[src/rtl/core/swm_pkg.sv]
// ----------------------------------------------------------------------------
// swm_pkg: shared types for the sliding-window median filter
// Item kinds, the control bundle broadcast along the cell chain and the
// per-cell compare flags handed to neighbours.
// ----------------------------------------------------------------------------
package swm_pkg;

    localparam int unsigned DATA_W = 16;

    typedef enum logic [0:0] {
        KIND_SAMPLE = 1'b0,
        KIND_PRESET = 1'b1
    } kind_t;

    typedef struct packed {
        logic              push;
        logic              preset;
        logic [DATA_W-1:0] sample;
        logic [DATA_W-1:0] oldest;
    } swm_ctl_t;

    typedef struct packed {
        logic lt_rem;
        logic is_rem;
        logic ge_new;
    } swm_flags_t;

endpackage

[src/rtl/core/swm_cell.sv]
// ----------------------------------------------------------------------------
// swm_cell: one slot of the sorted window
// Holds a value and its age; on a push it keeps its entry, takes a neighbour's
// entry or the new sample, keeping the row sorted; a preset loads the sample.
// ----------------------------------------------------------------------------
module swm_cell #(
    parameter int unsigned WINDOW = 16,
    parameter int unsigned INDEX  = 0,
    parameter int unsigned AW     = 4
) (
    input  logic                           aclk,
    input  logic                           aresetn,
    input  swm_pkg::swm_ctl_t              ctl,
    input  logic [swm_pkg::DATA_W-1:0]     left_value,
    input  logic [AW-1:0]                  left_age,
    input  swm_pkg::swm_flags_t            left_flags,
    input  logic [swm_pkg::DATA_W-1:0]     right_value,
    input  logic [AW-1:0]                  right_age,
    input  swm_pkg::swm_flags_t            right_flags,
    output logic [swm_pkg::DATA_W-1:0]     value,
    output logic [AW-1:0]                  age,
    output swm_pkg::swm_flags_t            flags
);

    localparam logic HAS_LEFT  = (INDEX > 0);
    localparam logic HAS_RIGHT = (INDEX + 1 < WINDOW);
    localparam logic [AW-1:0] AGE_MAX  = AW'(WINDOW - 1);
    localparam logic [AW-1:0] AGE_HOME = AW'(INDEX);

    logic [swm_pkg::DATA_W-1:0] value_reg, value_next;
    logic [AW-1:0]              age_reg, age_next;
    logic                       from_right, from_left, keep;

    assign flags.is_rem = (age_reg == AGE_MAX);
    assign flags.lt_rem = $signed(ctl.oldest) < $signed(value_reg);
    assign flags.ge_new = $signed(ctl.sample) <= $signed(value_reg);

    assign from_right = HAS_RIGHT && right_flags.lt_rem && !right_flags.ge_new;
    assign from_left  = HAS_LEFT && !left_flags.lt_rem && !left_flags.is_rem
                        && left_flags.ge_new;
    assign keep       = (flags.lt_rem && flags.ge_new)
                        || (!flags.lt_rem && !flags.is_rem && !flags.ge_new);

    always_comb begin
        value_next = value_reg;
        age_next   = age_reg;
        if (ctl.preset) begin
            value_next = ctl.sample;
            age_next   = AGE_HOME;
        end else if (ctl.push) begin
            if (from_right) begin
                value_next = right_value;
                age_next   = right_age + 1'b1;
            end else if (from_left) begin
                value_next = left_value;
                age_next   = left_age + 1'b1;
            end else if (keep) begin
                age_next   = age_reg + 1'b1;
            end else begin
                value_next = ctl.sample;
                age_next   = '0;
            end
        end
    end

    always_ff @(posedge aclk) begin
        if (!aresetn) begin
            value_reg <= '0;
            age_reg   <= AGE_HOME;
        end else begin
            value_reg <= value_next;
            age_reg   <= age_next;
        end
    end

    assign value = value_reg;
    assign age   = age_reg;

endmodule

[src/rtl/core/sliding_window_median.sv]
// ----------------------------------------------------------------------------
// sliding_window_median: running median over the last WINDOW samples
// The result is valid in the cycle after the input transfer.
// One item per cycle unless m_ready stalls; the sorted row updates in one step.
// The result port reads the middle cell directly while the output is held.
// Reset: window cleared to zeros, output empty.
// ----------------------------------------------------------------------------
module sliding_window_median #(
    parameter int unsigned WINDOW = 16
) (
    input  logic                              aclk,
    input  logic                              aresetn,
    input  logic                              s_valid,
    output logic                              s_ready,
    input  logic                              s_kind,
    input  logic signed [swm_pkg::DATA_W-1:0] s_sample,
    output logic                              m_valid,
    input  logic                              m_ready,
    output logic signed [swm_pkg::DATA_W-1:0] m_median_value
);

    localparam int unsigned AW  = (WINDOW > 1) ? $clog2(WINDOW) : 1;
    localparam int unsigned MID = WINDOW / 2;

    logic [swm_pkg::DATA_W-1:0] cell_value [WINDOW];
    logic [AW-1:0]              cell_age   [WINDOW];
    swm_pkg::swm_flags_t        cell_flags [WINDOW];
    logic [WINDOW-1:0]          rem_vec;
    logic [WINDOW-1:0]          sorted_vec;
    logic [swm_pkg::DATA_W-1:0] oldest;
    swm_pkg::swm_ctl_t          ctl;
    logic                       m_valid_reg, m_valid_next;
    logic                       accept;

    assign s_ready = !m_valid_reg || m_ready;
    assign accept  = s_valid && s_ready;

    always_comb begin
        oldest = '0;
        for (int i = 0; i < WINDOW; i++) begin
            rem_vec[i] = cell_flags[i].is_rem;
            oldest     = oldest | (cell_flags[i].is_rem ? cell_value[i] : '0);
        end
    end

    assign ctl.push   = accept && (s_kind == swm_pkg::KIND_SAMPLE);
    assign ctl.preset = accept && (s_kind == swm_pkg::KIND_PRESET);
    assign ctl.sample = s_sample;
    assign ctl.oldest = oldest;

    for (genvar g = 0; g < WINDOW; g++) begin : g_cell
        localparam int unsigned LI = (g > 0) ? g - 1 : 0;
        localparam int unsigned RI = (g + 1 < WINDOW) ? g + 1 : g;

        swm_cell #(
            .WINDOW (WINDOW),
            .INDEX  (g),
            .AW     (AW)
        ) u_cell (
            .aclk        (aclk),
            .aresetn     (aresetn),
            .ctl         (ctl),
            .left_value  (cell_value[LI]),
            .left_age    (cell_age[LI]),
            .left_flags  (cell_flags[LI]),
            .right_value (cell_value[RI]),
            .right_age   (cell_age[RI]),
            .right_flags (cell_flags[RI]),
            .value       (cell_value[g]),
            .age         (cell_age[g]),
            .flags       (cell_flags[g])
        );

        assign sorted_vec[g] = (g + 1 < WINDOW)
            ? ($signed(cell_value[g]) <= $signed(cell_value[RI])) : 1'b1;
    end

    always_comb begin
        m_valid_next = m_valid_reg;
        if (accept) begin
            m_valid_next = 1'b1;
        end else if (m_ready) begin
            m_valid_next = 1'b0;
        end
    end

    always_ff @(posedge aclk) begin
        if (!aresetn) begin
            m_valid_reg <= 1'b0;
        end else begin
            m_valid_reg <= m_valid_next;
        end
    end

    assign m_valid        = m_valid_reg;
    assign m_median_value = $signed(cell_value[MID]);

    a_one_oldest: assert property (@(posedge aclk) disable iff (!aresetn)
        $onehot(rem_vec))
        else $error("window must hold exactly one oldest entry");

    a_row_sorted: assert property (@(posedge aclk) disable iff (!aresetn)
        &sorted_vec)
        else $error("cell row out of order");

    a_preset_result: assert property (@(posedge aclk) disable iff (!aresetn)
        $past(aresetn) && $past(accept) && $past(s_kind == swm_pkg::KIND_PRESET)
        |-> m_median_value == $past(s_sample))
        else $error("preset result differs from fill value");

endmodule
[config.mk]
export PLATFORM = sky130hd
export DESIGN_NAME = sliding_window_median
export DESIGN_NICKNAME = d
export VERILOG_FILES = /design/src/rtl/core/swm_pkg.sv /design/src/rtl/core/swm_cell.sv /design/src/rtl/core/sliding_window_median.sv
export SDC_FILE = /design/constraint.sdc
export NUM_CORES = 2
export LEC_CHECK = 0
export BUFFER_PORTS_ARGS = -buffer_cell sky130_fd_sc_hd__buf_2
export CORE_UTILIZATION = 30
export CTS_BUF_LIST = sky130_fd_sc_hd__clkbuf_4 sky130_fd_sc_hd__clkbuf_8
export DETAILED_ROUTE_END_ITERATION = 10
export PLACE_DENSITY = 0.45
export SYNTH_ARGS = -nofsm -noshare
export SYNTH_HDL_FRONTEND = slang
export SYNTH_SLANG_ARGS = --single-unit
[constraint.sdc]
create_clock -name aclk -period 7.1 [get_ports aclk]
set_clock_uncertainty 0.15 [all_clocks]
set_input_delay 0.71 -clock aclk [delete_from_list [all_inputs] [get_ports aclk]]
set_output_delay 0.71 -clock aclk [all_outputs]
set_load 0.01 [all_outputs]
==> impl_metrics.ini <==
[timing]
finalWorstPathRequiredPeriod_ns = 6.59
hold_slack_ns = 0.0721
final.setup.tns_ns = 0
max-slew-margin-rel_pct = 14.1
rsz0062_at_grt = no
final_worst_path_period_share_pct = 92.8
finalHoldViolCount = 0
finalSetupViolCount = 0
worst_pin_slew_ns = 1.29
fmax_ghz = 0.152
finalMaxSlewViolations = 0

[logic_synthesis]
syn_nets = 4512
basic_gate_share_of_the_synthesized_area_counting_and_or_nand_and_nor_cells_pct = 15.5
synthAdderAreaFrac_pct = 20.0
synth_seq_cells = 321
portion_of_synthesized_cell_area_occupied_by_the_leading_cell_type_pct = 20.1
synth_mux_area_share_pct = 3.09
synth_compound_gate_area_share_pct = 33.3
biggest_area_contributors_in_the_synthesized_netlist = sky130_fd_sc_hd__dfxtp_1, sky130_fd_sc_hd__ha_1, sky130_fd_sc_hd__a21oi_1, sky130_fd_sc_hd__inv_1, sky130_fd_sc_hd__o21ai_0
synth_area_leader_cell = sky130_fd_sc_hd__dfxtp_1
post_synth.cell_area_avg_um2 = 8.05
synthXorXnorAreaFrac_pct = 0.930
synth.lib_cells_used.distinct = 98
number_of_enable_type_register_cells_in_the_synthesized_netlist = 0
syn-instance-count = 3979
synth.cell_area_mm2 = 0.0320
synth_top_family_by_area = compound AO/OA/AOI/OAI gates
synth_sequential_area_ratio_pct = 20.1
ys.warnings.count = 0
fraction_of_registers_with_async_set_reset_pct = 0
synthFlopType = sky130_fd_sc_hd__dfxtp_1

[hold_path]
min-delay-path-class = input pin to flip-flop
holdCritStartpoint = s_valid
min_path_cells = 3
whs_endpoint = m_valid

[worst_setup_path]
worst_r2r_path_depth = 15
path_class = flip-flop to flip-flop
r2r_end = g_cell[13].u_cell.value[12]
crit_required_ns = 7.61
worstPathMaxFanout = 16
crit_slowest_cell = sky130_fd_sc_hd__a2111o_1
cp.arrival_ns = 7.10
critical_path.startpoint_type = flip-flop
worst_r2r_startpoint = g_cell[14].u_cell.age[0]
regToRegSetupSlack_ns = 0.51
timing.critical_path.slowest_cell_delay_ns = 0.77
timing.critical_path.to_type = flip-flop
crit_path_cell_trace = ha_1 -> and3_1 -> a22o_1 -> a221oi_1 -> nand4_1 -> buf_4 -> ha_1 -> or4_1 -> a211o_1 -> nor3_1 -> o221ai_1 -> a2111o_1 -> o21ai_1 -> o221ai_1 -> o21ai_0

[layout]
layout_commonest_cell = sky130_fd_sc_hd__ha_1
largest_reg_flops = 256
drive_above_1_share_pct = 10.8
fin_nets = 4543
commonest_cells_after_routing_fill_and_taps_aside = sky130_fd_sc_hd__ha_1, sky130_fd_sc_hd__dfxtp_1, sky130_fd_sc_hd__inv_1
layout_overhead_on_the_synthesized_area_pct = 12.4

[clock_tree]
number_of_buffers_added_for_setup_after_cts = 0
cts.clk_slew.worst_paths_ns = 0.06
cts_tree = built
cts_root_buffer = sky130_fd_sc_hd__clkbuf_8
cts_buffer_depth = 3
holdBufCountCts = 0
cts_made_buffers = 72
insertion_delay_ns = 0.76
cts-htree-levels = 3
cts.sinks = 321
cts_resized = 0

[drt]
wire_per_inst_um = 35.9
vias = 36286
detail_route.first_pass.iterations = 9
antenna_violating_nets_post_route = 0
viasPerCell = 6.64
detail_route.wirelength_um = 196000
drc_errors = 10
detailedRoute.firstIterationViolations = 4854

[pwr]
power-per-cell-area_mw_per_mm2 = 656
leakage_nw = 14.4
peakVddDrop_v = 0.000418

[run_status]
run_status = complete, but fails checks
violated_checks = DRC

[die]
placeableCoreArea_mm2 = 0.106
die_height_um = 329
design.die.area_mm2 = 0.108
rows = 119
num_io_pins = 39
dieWidth_um = 329
start_util_pct = 30.3

[placement]
gp_routability_congestion = 1.07
port-buffer-count = 38
dp_hpwl_um = 147000

[grt]
wire_length_of_the_first_global_routing_pass_um = 269000
globalRouteOverflowTotal = 0
grt_use_total_pct = 35.3
grt_max_degree = 137
grt_antenna_before_repair = 13
via_count_of_the_first_global_routing_pass = 33566

[run]
maxCapViolCount = 0
[report_power, final]
part	internal (mW)	switching, mW	total, mW
clock network	1.36	1.10	2.46
logic	6.14	10.9	17.0
registers	2.47	1.64	4.11
[critical path: cells and delay by family, from the launching register on]
family | cells | cell delay [ns]
buf+inv | 1 | 0.51
flops | 1 | 0.36
compound gates | 8 | 3.33
fa+ha+maj | 2 | 0.47
simple gates | 4 | 1.67
[worst max-delay path by stage]
stage	from	end	slack [ns]	cells past startpoint
after floorplan	g_cell[1].u_cell.age[0]	g_cell[8].u_cell.value[12]	1.56	18
after global placement	g_cell[3].u_cell.age[0]	g_cell[10].u_cell.value[11]	0.89	16
after detailed placement	g_cell[14].u_cell.age[0]	g_cell[13].u_cell.value[15]	0.77	15
after CTS	g_cell[14].u_cell.age[0]	g_cell[13].u_cell.value[15]	0.76	15
after global routing	g_cell[14].u_cell.age[0]	g_cell[10].u_cell.value[9]	0.44	17
final	g_cell[14].u_cell.age[0]	g_cell[13].u_cell.value[12]	0.51	15
[through the flow]
| stage | setup slack [ns] | utilization (%) | cell area (µm²) | std cells | power [mW] |
|---|---|---|---|---|---|
| floorplan | 1.56 | - | 32000 | 3979 | 14.5 |
| global placement | 0.893 | 32.6 | 34400 | 5327 | 20.4 |
| detailed placement | 0.771 | 32.6 | 34400 | 5327 | 20.4 |
| CTS | 0.758 | 34.1 | 36000 | 5455 | 22.9 |
| global route | 0.441 | 34.1 | 36000 | 5456 | 24.9 |
| finish | 0.508 | 34.1 | 36000 | 5463 | 23.6 |
[synth_stat cells, drive strengths merged (60+ instances only)]
library cell    n
a22o          101
a221oi         90
nor2          196
nand4          89
clkbuf        222
o221ai         69
mux2i          76
o22ai          74
inv           315
ha            512
o31ai          60
nand2         224
a21oi         278
dfxtp         321
nor3           79
nand3          84
o21ai         244
[area by class of cell]
class / count / area, µm²
clock inverter: 20 / 199
clock buffer: 108 / 1390
multi-input combinational: 3083 / 23400
inverter: 316 / 1190
sequential: 321 / 6430
tap: 1391 / 1740
timing repair buffer: 216 / 1590
fill: 11250 / 69600
antenna: 8 / 20.0
[logic make-up (layout without fill, tap and decap cells)]
group / count (synthesis) / in the layout
mux: 96 / 96
compound gates: 1480 / 1480
simple gates: 961 / 961
other cells: 0 / 8
flops: 321 / 321
buf+inv: 575 / 660
xor+xnor: 34 / 34
fa+ha+maj: 512 / 512
[routing by layer]
| metal | share of wire, % | vias up | global-route usage [%] |
|---|---|---|---|
| met5 | 0.028 | - | 0 |
| met4 | 6.1 | 8 | 18.3 |
| met3 | 11 | 560 | 8.54 |
| met2 | 41 | 2292 | 51.4 |
| met1 | 42 | 17831 | 47.8 |
| li1 | - | 15595 | - |
Power figures use the tool's default switching activity.
